[src/design/tpac_pkg.sv]
`default_nettype none
// ----------------------------------------------------------------------------
// tpac_pkg: shared types and codes
// Item kinds, position modes, register indexes and the configuration struct
// of the two-position actuator controller.
// ----------------------------------------------------------------------------
package tpac_pkg;

  localparam int KIND_W = 2;
  localparam int MODE_W = 2;
  localparam int SPEED_W = 15;
  localparam int VEL_W = 16;
  localparam int TIMEOUT_W = 16;
  localparam int BLINK_W = 8;
  localparam int CFG_INDEX_W = 3;
  localparam int CFG_DATA_W = 16;

  // item kinds
  localparam logic [KIND_W-1:0] KIND_TICK      = 2'd0;
  localparam logic [KIND_W-1:0] KIND_SHIFT_IN  = 2'd1;
  localparam logic [KIND_W-1:0] KIND_SHIFT_OUT = 2'd2;
  localparam logic [KIND_W-1:0] KIND_HOME      = 2'd3;

  // position modes
  localparam logic [MODE_W-1:0] MODE_UNKNOWN  = 2'd0;
  localparam logic [MODE_W-1:0] MODE_HOMING   = 2'd1;
  localparam logic [MODE_W-1:0] MODE_INBOUND  = 2'd2;
  localparam logic [MODE_W-1:0] MODE_OUTBOUND = 2'd3;

  // register indexes
  localparam logic [CFG_INDEX_W-1:0] REG_DRIVE_SPEED    = 3'd0;
  localparam logic [CFG_INDEX_W-1:0] REG_HOME_SPEED     = 3'd1;
  localparam logic [CFG_INDEX_W-1:0] REG_DIRECTION_FLIP = 3'd2;
  localparam logic [CFG_INDEX_W-1:0] REG_HOME_TIMEOUT   = 3'd3;
  localparam logic [CFG_INDEX_W-1:0] REG_BLINK_PERIOD   = 3'd4;

  typedef struct packed {
    logic [SPEED_W-1:0]   drive_speed;
    logic [SPEED_W-1:0]   home_speed;
    logic                 direction_flip;
    logic [TIMEOUT_W-1:0] home_timeout_ticks;
    logic [BLINK_W-1:0]   blink_period;
  } cfg_t;

  typedef struct packed {
    logic              motor_enable;
    logic [VEL_W-1:0]  motor_velocity;
    logic [VEL_W-1:0]  velocity_target;
    logic              led_on;
    logic [MODE_W-1:0] position_mode;
    logic              home_failed;
  } result_t;

  // motor runs while homing, or toward a target stop whose switch is open
  function automatic logic drives(input logic [MODE_W-1:0] mode,
                                  input logic inb, input logic outb);
    logic d;
    case (mode)
      MODE_HOMING:   d = 1'b1;
      MODE_INBOUND:  d = ~inb;
      MODE_OUTBOUND: d = ~outb;
      default:       d = 1'b0;
    endcase
    return d;
  endfunction

endpackage
`default_nettype wire

[src/design/tpac_if.sv]
`default_nettype none
// ----------------------------------------------------------------------------
// tpac_in_if / tpac_out_if: valid-ready channels
// Request channel carries kind and switch levels; result channel carries the
// drive command, LED level and status.
// ----------------------------------------------------------------------------
interface tpac_in_if;
  logic       valid;
  logic       ready;
  logic [1:0] kind;
  logic       inbound_closed;
  logic       outbound_closed;

  modport source (output valid, output kind, output inbound_closed,
                  output outbound_closed, input ready);
  modport sink (input valid, input kind, input inbound_closed,
                input outbound_closed, output ready);
endinterface

interface tpac_out_if;
  logic               valid;
  logic               ready;
  logic               motor_enable;
  logic signed [15:0] motor_velocity;
  logic signed [15:0] velocity_target;
  logic               led_on;
  logic [1:0]         position_mode;
  logic               home_failed;

  modport source (output valid, output motor_enable, output motor_velocity,
                  output velocity_target, output led_on, output position_mode,
                  output home_failed, input ready);
  modport sink (input valid, input motor_enable, input motor_velocity,
                input velocity_target, input led_on, input position_mode,
                input home_failed, output ready);
endinterface
`default_nettype wire

[src/design/two_position_actuator_control.sv]
`default_nettype none
// ----------------------------------------------------------------------------
// two_position_actuator_control: end-stop actuator controller
// Homing, inbound/outbound shifting and status LED for a motor between two
// limit switches.
// ----------------------------------------------------------------------------
// Each request word (tick, shift in, shift out, start homing, plus the two
// switch levels) yields exactly one result word holding the motor enable,
// signed velocity with and without the direction sign, LED level, position
// mode and homing-failed flag for the state after that word. One word is
// accepted every clock cycle unless the sink stalls with both stages full; a
// word is held in the input register and its result is captured from there
// into the output register. The rate is set by the state update in tpac_core,
// which reads and writes the mode and counters once per word. The
// output register holds a result while the sink stalls, and the input
// register keeps taking words until both stages are full. Configuration
// writes take effect on the next edge and must be made while the block is
// idle.
// ----------------------------------------------------------------------------
module two_position_actuator_control (
  input  wire logic                             clk,
  input  wire logic                             rst,
  tpac_in_if.sink                               in_ch,
  tpac_out_if.source                            out_ch,
  input  wire logic                             cfg_we,
  input  wire logic [tpac_pkg::CFG_INDEX_W-1:0] cfg_index,
  input  wire logic [tpac_pkg::CFG_DATA_W-1:0]  cfg_wdata
);
  import tpac_pkg::*;

  cfg_t    cfg;
  result_t res;

  // input register
  logic              s1_valid;
  logic [KIND_W-1:0] s1_kind;
  logic              s1_inb;
  logic              s1_outb;
  logic              s1_advance;

  // output register
  logic    out_valid;
  result_t out_res;

  tpac_cfg_regs u_cfg (
    .clk       (clk),
    .rst       (rst),
    .cfg_we    (cfg_we),
    .cfg_index (cfg_index),
    .cfg_wdata (cfg_wdata),
    .cfg       (cfg)
  );

  // advance the held word into the output register when that slot frees up
  assign s1_advance  = s1_valid && (!out_valid || out_ch.ready);
  assign in_ch.ready = !s1_valid || s1_advance;

  always_ff @(posedge clk) begin
    if (rst) begin
      s1_valid <= 1'b0;
    end else if (in_ch.ready) begin
      s1_valid <= in_ch.valid;
    end
  end

  // payload needs no reset; load only on accept
  always_ff @(posedge clk) begin
    if (in_ch.valid && in_ch.ready) begin
      s1_kind <= in_ch.kind;
      s1_inb  <= in_ch.inbound_closed;
      s1_outb <= in_ch.outbound_closed;
    end
  end

  // state commits exactly when the word's result is captured
  tpac_core u_core (
    .clk  (clk),
    .rst  (rst),
    .step (s1_advance),
    .kind (s1_kind),
    .inb  (s1_inb),
    .outb (s1_outb),
    .cfg  (cfg),
    .res  (res)
  );

  always_ff @(posedge clk) begin
    if (rst) begin
      out_valid <= 1'b0;
    end else if (s1_advance) begin
      out_valid <= 1'b1;
    end else if (out_ch.ready) begin
      out_valid <= 1'b0;
    end
  end

  always_ff @(posedge clk) begin
    if (s1_advance) out_res <= res;
  end

  assign out_ch.valid           = out_valid;
  assign out_ch.motor_enable    = out_res.motor_enable;
  assign out_ch.motor_velocity  = out_res.motor_velocity;
  assign out_ch.velocity_target = out_res.velocity_target;
  assign out_ch.led_on          = out_res.led_on;
  assign out_ch.position_mode   = out_res.position_mode;
  assign out_ch.home_failed     = out_res.home_failed;

  // a word moved out of the input register always lands as a valid result
  a_advance_fills_out: assert property (@(posedge clk) disable iff (rst)
    s1_advance |=> out_valid)
    else $error("advanced word did not reach the output register");

  // a stalled result must not be overwritten by the input register
  a_no_overwrite: assert property (@(posedge clk) disable iff (rst)
    out_valid && !out_ch.ready |-> !s1_advance)
    else $error("stalled result overwritten");

  // idle motor means zero velocity on both fields
  a_idle_zero: assert property (@(posedge clk) disable iff (rst)
    out_valid && !out_ch.motor_enable |->
      out_ch.motor_velocity == '0 && out_ch.velocity_target == '0)
    else $error("velocity nonzero while motor idle");

  // homing always drives and never carries a stale failure
  a_homing_drives: assert property (@(posedge clk) disable iff (rst)
    out_valid && out_ch.position_mode == MODE_HOMING |->
      out_ch.motor_enable && !out_ch.home_failed)
    else $error("homing result inconsistent");

  // direction sign applied consistently
  a_sign: assert property (@(posedge clk) disable iff (rst)
    out_valid && !cfg.direction_flip |->
      out_ch.motor_velocity == out_ch.velocity_target)
    else $error("motor velocity sign mismatch");

endmodule
`default_nettype wire

[src/design/tpac_cfg_regs.sv]
`default_nettype none
// ----------------------------------------------------------------------------
// tpac_cfg_regs: configuration registers
// Write-only register file; unknown indexes are dropped.
// ----------------------------------------------------------------------------
module tpac_cfg_regs (
  input  wire logic                             clk,
  input  wire logic                             rst,
  input  wire logic                             cfg_we,
  input  wire logic [tpac_pkg::CFG_INDEX_W-1:0] cfg_index,
  input  wire logic [tpac_pkg::CFG_DATA_W-1:0]  cfg_wdata,
  output tpac_pkg::cfg_t                        cfg
);
  import tpac_pkg::*;

  always_ff @(posedge clk) begin
    if (rst) begin
      cfg.drive_speed        <= 15'd2560;
      cfg.home_speed         <= 15'd1280;
      cfg.direction_flip     <= 1'b0;
      cfg.home_timeout_ticks <= 16'd2000;
      cfg.blink_period       <= 8'd10;
    end else if (cfg_we) begin
      case (cfg_index)
        REG_DRIVE_SPEED:    cfg.drive_speed        <= cfg_wdata[SPEED_W-1:0];
        REG_HOME_SPEED:     cfg.home_speed         <= cfg_wdata[SPEED_W-1:0];
        REG_DIRECTION_FLIP: cfg.direction_flip     <= cfg_wdata[0];
        REG_HOME_TIMEOUT:   cfg.home_timeout_ticks <= cfg_wdata[TIMEOUT_W-1:0];
        REG_BLINK_PERIOD:   cfg.blink_period       <= cfg_wdata[BLINK_W-1:0];
        default: ;
      endcase
    end
  end

endmodule
`default_nettype wire

[src/design/tpac_core.sv]
`default_nettype none
// ----------------------------------------------------------------------------
// tpac_core: position state and next-state logic
// Holds mode, blink and homing counters; commits one word per step and
// presents the result for the state after that word.
// ----------------------------------------------------------------------------
module tpac_core (
  input  wire logic                        clk,
  input  wire logic                        rst,
  input  wire logic                        step,
  input  wire logic [tpac_pkg::KIND_W-1:0] kind,
  input  wire logic                        inb,
  input  wire logic                        outb,
  input  tpac_pkg::cfg_t                   cfg,
  output tpac_pkg::result_t                res
);
  import tpac_pkg::*;

  logic [MODE_W-1:0]    mode, mode_next;
  logic [BLINK_W-1:0]   blink_phase, blink_phase_next;
  logic [TIMEOUT_W-1:0] home_elapsed, home_elapsed_next;
  logic                 blink_toggle, blink_toggle_next;
  logic                 led_level, led_level_next;
  logic                 fail_flag, fail_flag_next;

  logic [BLINK_W-1:0]   period;
  logic [BLINK_W:0]     phase_inc;
  logic                 fire;
  logic [TIMEOUT_W-1:0] elapsed_inc;
  logic                 en;
  logic [VEL_W-1:0]     cmd;

  always_comb begin
    period      = (cfg.blink_period == '0) ? BLINK_W'(1) : cfg.blink_period;
    phase_inc   = {1'b0, blink_phase} + (BLINK_W+1)'(1);
    fire        = phase_inc >= {1'b0, period};
    elapsed_inc = (home_elapsed == '1) ? home_elapsed
                                       : home_elapsed + TIMEOUT_W'(1);

    mode_next         = mode;
    blink_phase_next  = blink_phase;
    home_elapsed_next = home_elapsed;
    blink_toggle_next = blink_toggle;
    led_level_next    = led_level;
    fail_flag_next    = fail_flag;

    case (kind)
      KIND_TICK: begin
        if (mode == MODE_HOMING) begin
          if (outb) begin
            mode_next         = MODE_OUTBOUND;
            blink_toggle_next = 1'b0;
            led_level_next    = 1'b0;
          end else begin
            home_elapsed_next = elapsed_inc;
            if (elapsed_inc > cfg.home_timeout_ticks) begin
              fail_flag_next = 1'b1;
              mode_next      = MODE_UNKNOWN;
            end
          end
        end else begin
          blink_phase_next = fire ? '0 : phase_inc[BLINK_W-1:0];
          if (mode == MODE_INBOUND || mode == MODE_OUTBOUND) begin
            if (drives(mode, inb, outb)) begin
              if (fire) begin
                blink_toggle_next = ~blink_toggle;
                led_level_next    = ~blink_toggle;
              end
            end else begin
              led_level_next = (mode == MODE_INBOUND);
            end
          end
        end
      end
      KIND_SHIFT_IN: begin
        if (mode != MODE_HOMING) mode_next = MODE_INBOUND;
      end
      KIND_SHIFT_OUT: begin
        if (mode != MODE_HOMING) mode_next = MODE_OUTBOUND;
      end
      KIND_HOME: begin
        home_elapsed_next = '0;
        fail_flag_next    = 1'b0;
        if (inb) begin
          mode_next         = MODE_INBOUND;
          blink_toggle_next = 1'b0;
          led_level_next    = 1'b0;
        end else begin
          mode_next         = MODE_HOMING;
          blink_toggle_next = 1'b1;
          led_level_next    = 1'b1;
        end
      end
      default: ;
    endcase

    en = drives(mode_next, inb, outb);
    case (mode_next)
      MODE_HOMING:  cmd = -{1'b0, cfg.home_speed};
      MODE_INBOUND: cmd = {1'b0, cfg.drive_speed};
      default:      cmd = -{1'b0, cfg.drive_speed};
    endcase
    if (!en) cmd = '0;

    res.motor_enable    = en;
    res.velocity_target = cmd;
    res.motor_velocity  = cfg.direction_flip ? -cmd : cmd;
    res.led_on          = led_level_next;
    res.position_mode   = mode_next;
    res.home_failed     = fail_flag_next;
  end

  always_ff @(posedge clk) begin
    if (rst) begin
      mode         <= MODE_UNKNOWN;
      blink_phase  <= '0;
      home_elapsed <= '0;
      blink_toggle <= 1'b0;
      led_level    <= 1'b0;
      fail_flag    <= 1'b0;
    end else if (step) begin
      mode         <= mode_next;
      blink_phase  <= blink_phase_next;
      home_elapsed <= home_elapsed_next;
      blink_toggle <= blink_toggle_next;
      led_level    <= led_level_next;
      fail_flag    <= fail_flag_next;
    end
  end

endmodule
`default_nettype wire
[src/flat_wrapper.sv]
// flat-port wrapper written by rule: the top's interface ports become plain ports
module two_position_actuator_control_flat import tpac_pkg::*;
  (clk, rst, cfg_we, cfg_index, cfg_wdata, in_ch_valid, in_ch_kind, in_ch_inbound_closed, in_ch_outbound_closed, in_ch_ready, out_ch_valid, out_ch_motor_enable, out_ch_motor_velocity, out_ch_velocity_target, out_ch_led_on, out_ch_position_mode, out_ch_home_failed, out_ch_ready);
  tpac_in_if in_ch_i ();
  tpac_out_if out_ch_i ();
  input  wire logic clk;
  input  wire logic rst;
  input  wire logic cfg_we;
  input  wire logic [tpac_pkg::CFG_INDEX_W-1:0] cfg_index;
  input  wire logic [tpac_pkg::CFG_DATA_W-1:0] cfg_wdata;
  input wire logic [$bits(in_ch_i.valid)-1:0] in_ch_valid;
  input wire logic [$bits(in_ch_i.kind)-1:0] in_ch_kind;
  input wire logic [$bits(in_ch_i.inbound_closed)-1:0] in_ch_inbound_closed;
  input wire logic [$bits(in_ch_i.outbound_closed)-1:0] in_ch_outbound_closed;
  output wire logic [$bits(in_ch_i.ready)-1:0] in_ch_ready;
  output wire logic [$bits(out_ch_i.valid)-1:0] out_ch_valid;
  output wire logic [$bits(out_ch_i.motor_enable)-1:0] out_ch_motor_enable;
  output wire logic [$bits(out_ch_i.motor_velocity)-1:0] out_ch_motor_velocity;
  output wire logic [$bits(out_ch_i.velocity_target)-1:0] out_ch_velocity_target;
  output wire logic [$bits(out_ch_i.led_on)-1:0] out_ch_led_on;
  output wire logic [$bits(out_ch_i.position_mode)-1:0] out_ch_position_mode;
  output wire logic [$bits(out_ch_i.home_failed)-1:0] out_ch_home_failed;
  input wire logic [$bits(out_ch_i.ready)-1:0] out_ch_ready;
  assign in_ch_i.valid = in_ch_valid;
  assign in_ch_i.kind = in_ch_kind;
  assign in_ch_i.inbound_closed = in_ch_inbound_closed;
  assign in_ch_i.outbound_closed = in_ch_outbound_closed;
  assign in_ch_ready = in_ch_i.ready;
  assign out_ch_valid = out_ch_i.valid;
  assign out_ch_motor_enable = out_ch_i.motor_enable;
  assign out_ch_motor_velocity = out_ch_i.motor_velocity;
  assign out_ch_velocity_target = out_ch_i.velocity_target;
  assign out_ch_led_on = out_ch_i.led_on;
  assign out_ch_position_mode = out_ch_i.position_mode;
  assign out_ch_home_failed = out_ch_i.home_failed;
  assign out_ch_i.ready = out_ch_ready;
  two_position_actuator_control u_core (.clk(clk), .rst(rst), .in_ch(in_ch_i), .out_ch(out_ch_i), .cfg_we(cfg_we), .cfg_index(cfg_index), .cfg_wdata(cfg_wdata));
endmodule
[config.mk]
export PLATFORM = sky130hd
export DESIGN_NAME = two_position_actuator_control_flat
export DESIGN_NICKNAME = d
export VERILOG_FILES = /design/src/design/tpac_pkg.sv /design/src/design/tpac_if.sv /design/src/design/two_position_actuator_control.sv /design/src/design/tpac_cfg_regs.sv /design/src/design/tpac_core.sv /design/src/flat_wrapper.sv
export SDC_FILE = /design/constraint.sdc
export NUM_CORES = 1
export LEC_CHECK = 0
export BUFFER_PORTS_ARGS = -buffer_cell sky130_fd_sc_hd__buf_2
export CAP_MARGIN = 10
export CORE_MARGIN = 2
export CORE_UTILIZATION = 60
export CTS_BUF_LIST = sky130_fd_sc_hd__clkbuf_8
export DETAILED_ROUTE_END_ITERATION = 12
export GPL_TIMING_DRIVEN = 0
export PLACE_DENSITY = 0.8
export SLEW_MARGIN = 15
export SYNTH_ARGS = -nofsm -noshare
export SYNTH_HDL_FRONTEND = slang
export SYNTH_SLANG_ARGS = --single-unit
[constraint.sdc]
create_clock -name clk -period 7.6 [get_ports clk]
set_input_delay 1.9 -clock clk [delete_from_list [all_inputs] [get_ports clk]]
set_output_delay 1.9 -clock clk [all_outputs]
set_load 0.01 [all_outputs]
## Yosys cells after proc, flatten, opt, wreduce, memory -nomap -nowiden

Index checks and enable logic that the tools add are counted.

| word-level totals | value |
|---|---|
| logic and storage cells | 114 |
| output and inout port bits | 39 |
| bits of input ports | 28 |
| bits in registers | 127 |

| operators by class | value |
|---|---|
| reductions and logical operators | 20 |
| $lt $le $gt $ge | 2 |
| bitwise logic cells | 4 |
| eq/ne operators | 21 |
| $add $sub $neg | 5 |
| mux-type cells | 40 |

Operators with widths:

| kind | number |
|---|---|
| $mux 16 | 5 |
| $pmux 16 s2 | 2 |
| $neg 15->16 | 2 |
| $mux 1 | 19 |
| $add 16x1->16 const B | 1 |
| $eq 16x16->1 const B | 1 |
| $gt 16x16->1 | 1 |
| $mux 8 | 2 |
| $neg 16->16 | 1 |
| $eq 2x2->1 const B | 6 |
| $mux 2 | 6 |
| $reduce_and 2->1 | 5 |
| $add 8x1->9 const B | 1 |
| $ge 9x8->1 | 1 |
| $ne 3x3->1 const B | 3 |
| $logic_not 8->1 | 1 |
| $pmux 1 s2 | 4 |
| $pmux 2 s4 | 1 |
| $eq 2x1->1 const B | 3 |
| $eq 3x2->1 const B | 2 |
| $reduce_and 6->1 | 1 |
| $ne 2x2->1 const B | 2 |
| $not 1->1 | 4 |
| $reduce_and 4->1 | 1 |
| 12 further kinds | 17 |

## Longest topological paths before layout

Gate-level depths: netlist (run 1).

| logic depth | value |
|---|---|
| word-level depth | 12 |
| gate-level depth with buffers | 29 |
| depth with buffers taken out | 26 |

## Cells and area by module

Synthesis (run 1) repeated with hierarchy kept, for this count alone.

| unflattened totals | value |
|---|---|
| cell total of the unflattened synthesis | 831 |
| area total of the unflattened synthesis | 7564.8 µm² |

Modules (own cells, without submodules):

| module | times used | cells each | area an instance (µm²) | sequential area each (µm²) |
|---|---|---|---|---|
| tpac_core | 1 | 566 | 3972.6 | 580.6 |
| tpac_cfg_regs | 1 | 214 | 2257.2 | 1101.1 |
| two_position_actuator_control | 1 | 51 | 1335.0 | 1271.2 |

## Worst setup path before layout (run 1)

Ideal clock, no wire load.

| timing | value |
|---|---|
| path type | flip-flop to flip-flop |
| start point | reg u_core.u_core.home_elapsed[6] |
| end point | reg u_core.out_res (netlist bit u_core.out_ch.motor_velocity[15]), data pin |
| cell stages (with the launch flop) | 26 |
| data required time | 7340 ps |
| buffers on the path | 3 |
| clock period less this slack | 6025 ps |
| slack | 1575 ps |
| arrival | 5765 ps |
| library setup time | 260 ps |
| cell sequence | dfxtp_1 > and3_1 > and4_1 > clkbuf_1 > nand4_1 > and2_1 > and4_1 > xor2_1 > ha_1 > nand4_1 > nor4_1 > o21ai_0 > a31oi_1 > nor2_1 > nor2_1 > ha_1 > buf_4 > inv_1 > o21ai_0 > a221oi_1 > nand3_1 > or2_0 > buf_2 > or4_4 > o21a_1 > mux2_4 |

RTL lines:

| what | RTL line | source |
|---|---|---|
| from (decl) | tpac_core.sv:21 | `logic [TIMEOUT_W-1:0] home_elapsed, home_elapsed_next;` |
| from (signal assigned) | tpac_core.sv:124 | `home_elapsed <= home_elapsed_next;` |
| to (signal assigned) | two_position_actuator_control.sv:98 | `if (s1_advance) out_res <= res;` |
| to (decl) | two_position_actuator_control.sv:43 | `result_t out_res;` |

==> summary.txt, run 1 <==
Power
  • Pleak: 0.00331 uW
  • VDD IR max: 0.0000971 V
  • PwrDens: 200 mW/mm^2
  • Clock network power share: 38.9%
  • Switching power: 442 uW
  • Pint: 1180 uW
  • Comb pwr share: 15.9%
  • Net Sw Frac: 27.2%
  • Seq pwr share: 45.2%

CTS
  • Cts hold-fix bufs: 0
  • Setup Fix Bufs, Post-CTS: 0
  • Worst-path clk slew: 70 ps
  • Clock Sinks: 126
  • Clock Tree Root: clkbuf_8
  • Num CTS Buffers: 17
  • Post_cts resized: 0
  • CTS tree: yes
  • Clock latency on the worst-skew pair: 450 ps
  • Deepest clock path buffer count: 2
  • H-tree Lvls: 4

STA
  • Final Hold Vio Count: 0
  • Clk_skew: 9.63 ps
  • Worst-margin pin slew: 1090 ps
  • Final setup TNS: 0 ps
  • Final period util: 94.3%
  • Max Fclk: 0.139 GHz
  • Final Slew Violations: 0
  • Slew HR: 27.4%
  • Fin crit period: 7170 ps
  • PnR worst setup slack: 431 ps
  • Final setup viols: 0
  • RSZ-0062 raised after global routing: false

Worst setup path
  • Worst setup path endpoint: u_core.out_ch.motor_velocity[15]$_DFFE_PP_
  • Worst r2r src: u_core.u_core.home_elapsed[6]$_SDFFE_PP0P_
  • Crit path kind: flop to flop
  • CP startpoint kind: flop
  • Worst setup EP type: flop
  • Worst EP required: 7800 ps
  • Reg2reg path depth: 23
  • Worst-path fanout max: 10
  • Setup slack, reg-to-reg: 430 ps
  • Critical Path AT: 7370 ps
  • FF-to-FF End: u_core.out_ch.motor_velocity[15]$_DFFE_PP_
  • Crit. Startpoint: u_core.u_core.home_elapsed[6]$_SDFFE_PP0P_

Synthesis
  • Synth Register Bits: 126
  • Mean post-synth cell area: 8.40 um^2
  • Top cells by count, synth: 143 x nand2_1, 86 x dfxtp_1, 82 x a21oi_1
  • YS warnings: 0
  • Mapped Cells: 855
  • Post-Syn Area: 0.00718 mm^2
  • Syn Nets: 919
  • Area fraction of the dominant cell type after synthesis: 24.0%
  • Synth unique cells: 73
  • Post-synth top flop: dfxtp_1
  • Leading area contributor after synthesis: dfxtp_1
  • Most frequent cell after synthesis: nand2_1
  • Synth top area cells: dfxtp_1 24%, edfxtp_1 17%, nand2_1 7.5%
  • EDFF count, synth: 40
  • Ys async rst share: 0%
  • Seq/Total Area, Yosys: 40.7%

Routing
  • First drt pass iteration count: 6
  • Routed vias/inst: 6.06
  • 1st-iter DRT viols: 446
  • DR top layer: met4
  • Met3 WL: 983 um
  • Residual DRC: 0
  • Post-DRT Antenna Nets: 0
  • Routed wl met2: 8810 um
  • Routed WL per cell: 16.7 um
  • Vias: 6637
  • Final WL: 18300 um
  • WL met1: 7550 um

Floorplanning
  • Starting Density: 62.1%
  • CORE AREA: 0.0116 mm^2
  • Std cell rows: 39
  • Die span in x: 113 um
  • Height of the die: 113 um
  • I/O pin cnt: 67
  • Die area: 0.0129 mm^2

GRT
  • Total Routing Usage GR: 29.3%
  • Global-route wire length before repair: 29700 um
  • Congestion Overflow GR: 0
  • Pin count of the biggest net entering global routing: 44
  • Initial antenna violation count: 0
  • Number of global-route vias before repair: 6196

Placement
  • Place WS: 222 ps
  • Quantity of I/O buffers inserted on ports: 66
  • GPL Wtd Cong: 0.952
  • DP HPWL: 13400 um

Status
  • Status: complete, no violations

Final layout
  • Synth-to-layout area growth: 13.3%
  • # nets final: 1004
  • Layout cells sized above 1: 12.8%
  • # diodes: 0

Job
  • MaxCap Viol Count: 0

Min path
  • Class of the worst hold path: flop to flop
## worst min path at each step
stage | start | end | slack (ps) | depth (start not counted)
2_1_floorplan | u_core.u_core.fail_flag$_SDFFE_PP0P_ | u_core.u_core.fail_flag$_SDFFE_PP0P_ | 440 | 2
3_3_place_gp | u_core.u_cfg.cfg[19]$_SDFFE_PP0P_ | u_core.u_cfg.cfg[19]$_SDFFE_PP0P_ | 440 | 2
3_5_place_dp | u_core.u_cfg.cfg[2]$_SDFFE_PP0P_ | u_core.u_cfg.cfg[2]$_SDFFE_PP0P_ | 450 | 2
4_1_cts | u_core.u_cfg.cfg[2]$_SDFFE_PP0P_ | u_core.u_cfg.cfg[2]$_SDFFE_PP0P_ | 460 | 2
5_1_grt | u_core.u_core.fail_flag$_SDFFE_PP0P_ | u_core.u_core.fail_flag$_SDFFE_PP0P_ | 480 | 2
6_report | u_core.u_cfg.cfg[2]$_SDFFE_PP0P_ | u_core.u_cfg.cfg[2]$_SDFFE_PP0P_ | 460 | 2
## placed cells by master (no fill, tap or decap), types with 5 or more instances in the layout
cell	synthesis	final
inv_1	47	50
o21a_1	8	8
or3_1	7	7
nand3b_1	8	8
a21o_1	6	6
o21ai_0	27	27
a31oi_1	9	9
nor2b_1	13	13
ha_1	36	36
nand3_1	26	26
nor2_1	77	77
and3_1	12	12
o211ai_1	12	12
nand4_1	12	12
xor2_1	17	17
buf_2	1	67
nand2_1	143	143
and2_1	7	7
xnor2_1	18	18
mux2i_1	5	5
nor3_1	9	9
clkbuf_8	0	23
edfxtp_1	40	40
nand2b_1	9	9
nor4_1	8	7
o21ai_1	5	5
dfxtp_1	86	86
a21oi_1	82	82
a22oi_1	9	9
clkbuf_1	35	35
## state kept, by name (all words and copies together) (netlist names), 2 cells and up
name / flops
u_core.s1_kind: 2
u_core.out_ch.velocity_target: 16
u_core.u_core.home_elapsed: 16
u_core.u_core.mode: 2
u_core.u_cfg.cfg: 55
u_core.out_ch.motor_velocity: 15
u_core.out_ch.position_mode: 2
u_core.u_core.blink_phase: 8
## cell type report
cell class | instances | area, um^2
clock inverter | 9 | 116
sequential | 126 | 2920
fill | 946 | 3430
multi-input combinational | 640 | 3920
buffer | 41 | 174
inverter | 48 | 181
clock buffer | 23 | 317
tap | 143 | 179
timing repair buffer | 66 | 330
## critical path, stage by stage (launching register included)
cell and delay [ps]:
dfxtp_1 450, and3_1 270, and4_1 200, clkbuf_1 200, nand4_1 410, and2_1 340, and4_1 250, xor2_1 160
ha_1 310, nand4_1 150, nor4_2 460, o21ai_0 210, a31oi_1 330, nor2_1 70, nor2_1 220, inv_1 120
ha_1 280, nor2b_1 180, clkbuf_1 290, a221oi_1 670, nand3_1 260, or4_4 600, o21a_1 220, mux2_4 290
## metal layers
layer	GRT usage [%]	vias to the layer above
met1	34.7	3111
met3	5.26	65
met2	50.0	246
met4	16.8	0
li1	-	3215
met5	0	-
## logic make-up after synthesis
family                   after synthesis  share of synthesized area, %
XOR/XNOR                              35                          4.27
AND/OR/NAND/NOR                      360                          24.6
flip-flops                           126                          40.7
buffers and inverters                 89                          4.93
AO/OA/AOI/OAI                        200                          17.7
adder cells (fa/ha/maj)               36                          6.27
multiplexers                           9                          1.43
## metrics by stage
stage,cells,utilization [%],hold slack [ps],power [uW],instance area [um^2]
after floorplan,855,-,436,921,7180
after global placement,1064,66.5,441,995,7690
after detailed placement,1064,66.5,451,1000,7690
after CTS,1096,70.2,461,1620,8120
after global routing,1096,70.3,480,1680,8140
final,1096,70.3,461,1620,8140
## power groups by stage
stage | registers (uW) | clock network (uW) | logic [uW]
floorplan | 753 | 0 | 168
global placement | 748 | 0 | 247
detailed placement | 749 | 0 | 251
CTS | 734 | 635 | 253
global route | 736 | 667 | 281
finish | 734 | 633 | 258
Note: power is estimated with default switching activity, not from simulation.
==> run 2: changes to the inputs <==
--- a/config.mk
+++ b/config.mk
@@ -7,13 +7,16 @@
 export LEC_CHECK = 0
 export BUFFER_PORTS_ARGS = -buffer_cell sky130_fd_sc_hd__buf_2
 export CAP_MARGIN = 10
+export CORE_ASPECT_RATIO = 0.7
 export CORE_MARGIN = 2
 export CORE_UTILIZATION = 60
 export CTS_BUF_LIST = sky130_fd_sc_hd__clkbuf_8
 export DETAILED_ROUTE_END_ITERATION = 12
 export GPL_TIMING_DRIVEN = 0
+export HOLD_SLACK_MARGIN = 0.08
 export PLACE_DENSITY = 0.8
 export SLEW_MARGIN = 15
 export SYNTH_ARGS = -nofsm -noshare
 export SYNTH_HDL_FRONTEND = slang
+export SYNTH_HIERARCHICAL = 1
 export SYNTH_SLANG_ARGS = --single-unit
==> summary.txt, run 2 <==
Status
  • Status: complete, no violations

Final layout
  • Largest Register: u_core/u_cfg/cfg
  • Footprint of the multi-input gates: 0.00422 mm^2
  • Max reg flops: 55
  • Commonest non-fill, non-tap cells in the layout: 86 x dfxtp_1, 82 x nor2_1, 77 x buf_2
  • Final Non-Filler Cells: 1091
  • Register Area: 0.00295 mm^2
  • Finished Core Util: 68.5%
  • Layout cells sized above 1: 15.3%
  • Synth-to-layout area growth: 12.1%
  • Most common cell after layout, fill and taps aside: dfxtp_1
  • # nets final: 980
  • Filler cells: 1015
  • # diodes: 0

Worst setup path
  • Worst EP required: 7790 ps
  • CP startpoint kind: flop
  • Worst setup path endpoint: u_core/out_ch.motor_velocity[12]$_DFFE_PP_
  • Worst-path fanout max: 10
  • Crit. Startpoint: u_core/u_core/home_elapsed[3]$_SDFFE_PP0P_
  • FF-to-FF End: u_core/out_ch.motor_velocity[12]$_DFFE_PP_
  • Critical Path AT: 7170 ps
  • Worst setup EP type: flop
  • Reg2reg path depth: 24
  • Setup slack, reg-to-reg: 620 ps
  • Worst r2r src: u_core/u_core/home_elapsed[3]$_SDFFE_PP0P_
  • Crit path kind: flop to flop

Floorplanning
  • I/O pin cnt: 67
  • Std cell rows: 34
  • Starting Density: 61.1%
  • Die span in x: 138 um
  • Die area: 0.0135 mm^2
  • CORE AREA: 0.0124 mm^2
  • Height of the die: 97.9 um

GRT
  • Number of global-route vias before repair: 6025
  • Pin count of the biggest net entering global routing: 39
  • Initial antenna violation count: 0
  • Congestion Overflow GR: 0
  • Total Routing Usage GR: 28.4%
  • Global-route wire length before repair: 30900 um

Power
  • PwrDens: 191 mW/mm^2
  • Pleak: 0.00364 uW
  • Post-layout power: 1620 uW
  • VDD IR max: 0.000136 V

STA
  • Final Hold Vio Count: 0
  • Final setup TNS: 0 ps
  • Final Slew Violations: 0
  • Clk_skew: 13.3 ps
  • RSZ-0062 raised after global routing: false
  • Final setup viols: 0
  • Max Fclk: 0.143 GHz
  • Fin crit period: 6980 ps
  • Worst-margin pin slew: 896 ps
  • Slew HR: 40.3%
  • Final period util: 91.9%

Placement
  • GPL Wtd Cong: 0.954
  • DP HPWL: 13900 um
  • Placed cell count: 1059
  • Quantity of I/O buffers inserted on ports: 66

CTS
  • Num CTS Buffers: 17
  • Cts hold-fix bufs: 0
  • Deepest clock path buffer count: 2
  • Worst-path clk slew: 80 ps
  • Clock Sinks: 127
  • Setup Fix Bufs, Post-CTS: 0
  • Clock latency on the worst-skew pair: 430 ps
  • Post_cts resized: 0
  • H-tree Lvls: 4
  • CTS tree: yes
  • Clock Tree Root: clkbuf_8

Routing
  • Routed WL per cell: 17.1 um
  • Vias: 6391
  • 1st-iter DRT viols: 663
  • Post-DRT Antenna Nets: 0
  • First drt pass iteration count: 5
  • Final WL: 18600 um
  • Routed vias/inst: 5.86
  • Residual DRC: 0

Synthesis
  • YS warnings: 6
  • Seq/Total Area, Yosys: 39.0%
  • Post-synth top flop: dfxtp_1
  • Synth Register Bits: 127
  • Ys async rst share: 0%
  • Synth unique cells: 79
  • Post-Syn Area: 0.00756 mm^2
  • Top cells by count, synth: 86 x dfxtp_1, 82 x nor2_1, 68 x nand2b_1
  • Syn Nets: 895
  • Most frequent cell after synthesis: dfxtp_1
  • Mapped Cells: 831
  • EDFF count, synth: 41
  • Leading area contributor after synthesis: dfxtp_1
  • Mean post-synth cell area: 9.10 um^2
  • Area fraction of the dominant cell type after synthesis: 22.8%
  • Synth top area cells: dfxtp_1 23%, edfxtp_1 16%, mux2i_1 7.5%

Job
  • MaxCap Viol Count: 0

Min path
  • Class of the worst hold path: flop to flop
-- run 2: changes by cell type after synthesis, sizes merged, moves of 5 or more --
cell    previous run  this run
nor2              77        82
a21o               6        14
nand3             26        16
nand2            143        47
clkbuf            35        26
nor3              12        17
nor2b             13         8
a21oi             82        42
mux2i              5        57
o211ai            12         1
nand2b             9        68
buf                6        17
-- run 2: stage by stage --
stage	worst slack (ps)	instance area, um^2	hold WS, ps
after global placement	846	8100	464
after floorplan	1800	7560	449
final	619	8480	480
after detailed placement	845	8100	466
after global routing	275	8480	502
after CTS	823	8480	479
-- run 2: how the worst min path moves through the flow --
stage | endpoint | cells past startpoint | from
detailed placement | u_core/u_cfg/cfg[23]$_SDFFE_PP0P_ | 2 | u_core/u_cfg/cfg[23]$_SDFFE_PP0P_
global placement | u_core/u_cfg/cfg[2]$_SDFFE_PP0P_ | 2 | u_core/u_cfg/cfg[2]$_SDFFE_PP0P_
floorplan | u_core/u_cfg/cfg[22]$_SDFFE_PP0P_ | 2 | u_core/u_cfg/cfg[22]$_SDFFE_PP0P_
finish | u_core/u_cfg/cfg[23]$_SDFFE_PP0P_ | 2 | u_core/u_cfg/cfg[23]$_SDFFE_PP0P_
global route | u_core/u_core/blink_phase[7]$_SDFFE_PP0P_ | 2 | u_core/u_core/blink_phase[7]$_SDFFE_PP0P_
CTS | u_core/u_cfg/cfg[23]$_SDFFE_PP0P_ | 2 | u_core/u_cfg/cfg[23]$_SDFFE_PP0P_
-- run 2: worst max-delay path, stage by stage, from the launching register on --
cell and delay [ps]:
dfxtp_1 310, clkbuf_1 280, and4_1 240, nand4_1 110
or3_1 440, clkbuf_1 260, mux2_2 360, ha_1 300
nor2b_1 140, o211ai_1 150, a2111oi_0 110, or4b_2 710
nand2_1 100, a21oi_1 100, ha_1 300, buf_2 210
nor2b_1 130, clkbuf_1 260, a31oi_1 200, nor2_1 50
a221oi_1 630, nand4_1 330, or3_1 400, o21ai_0 240
mux2_2 370
-- run 2: cell type report --
type | instances | area share, %
Buffer | 43 | 2.33
Clock buffer | 17 | 2.76
Clock inverter | 15 | 1.73
Inverter | 51 | 2.26
Multi-Input combinational cell | 610 | 49.8
Sequential cell | 127 | 34.8
Tap cell | 162 | 2.39
Timing Repair Buffer | 66 | 3.90
-- run 2: power by group --
part           switching, uW  internal, uW  total, uW
Sequential              13.9           731        745
Clock                    281           290        571
Combinational            192           111        303
Total                    487          1130       1620
-- run 2: metal layers --
layer  share of wire, %  up-vias  global-route usage, %  routed length [um]
met1                 49     2966                   42.9                9120
li1                   -     3136                      -                   -
met4               0.72        0                   7.38                 134
met5                  0        -                      0                   0
met3                9.7       12                   6.28                1820
met2                 41      277                   41.0                7580
-- run 2: cell families after synthesis --
kind of cell / count (synthesis) / share of synthesized area [%]
and+or+nand+nor: 321 / 23.4
buffers and inverters: 94 / 5.14
AOI/OAI and AO/OA: 153 / 13.7
adders and majority gates: 36 / 5.95
xor gates and xnor gates: 37 / 4.28
muxes: 63 / 8.44
DFF: 127 / 39.0
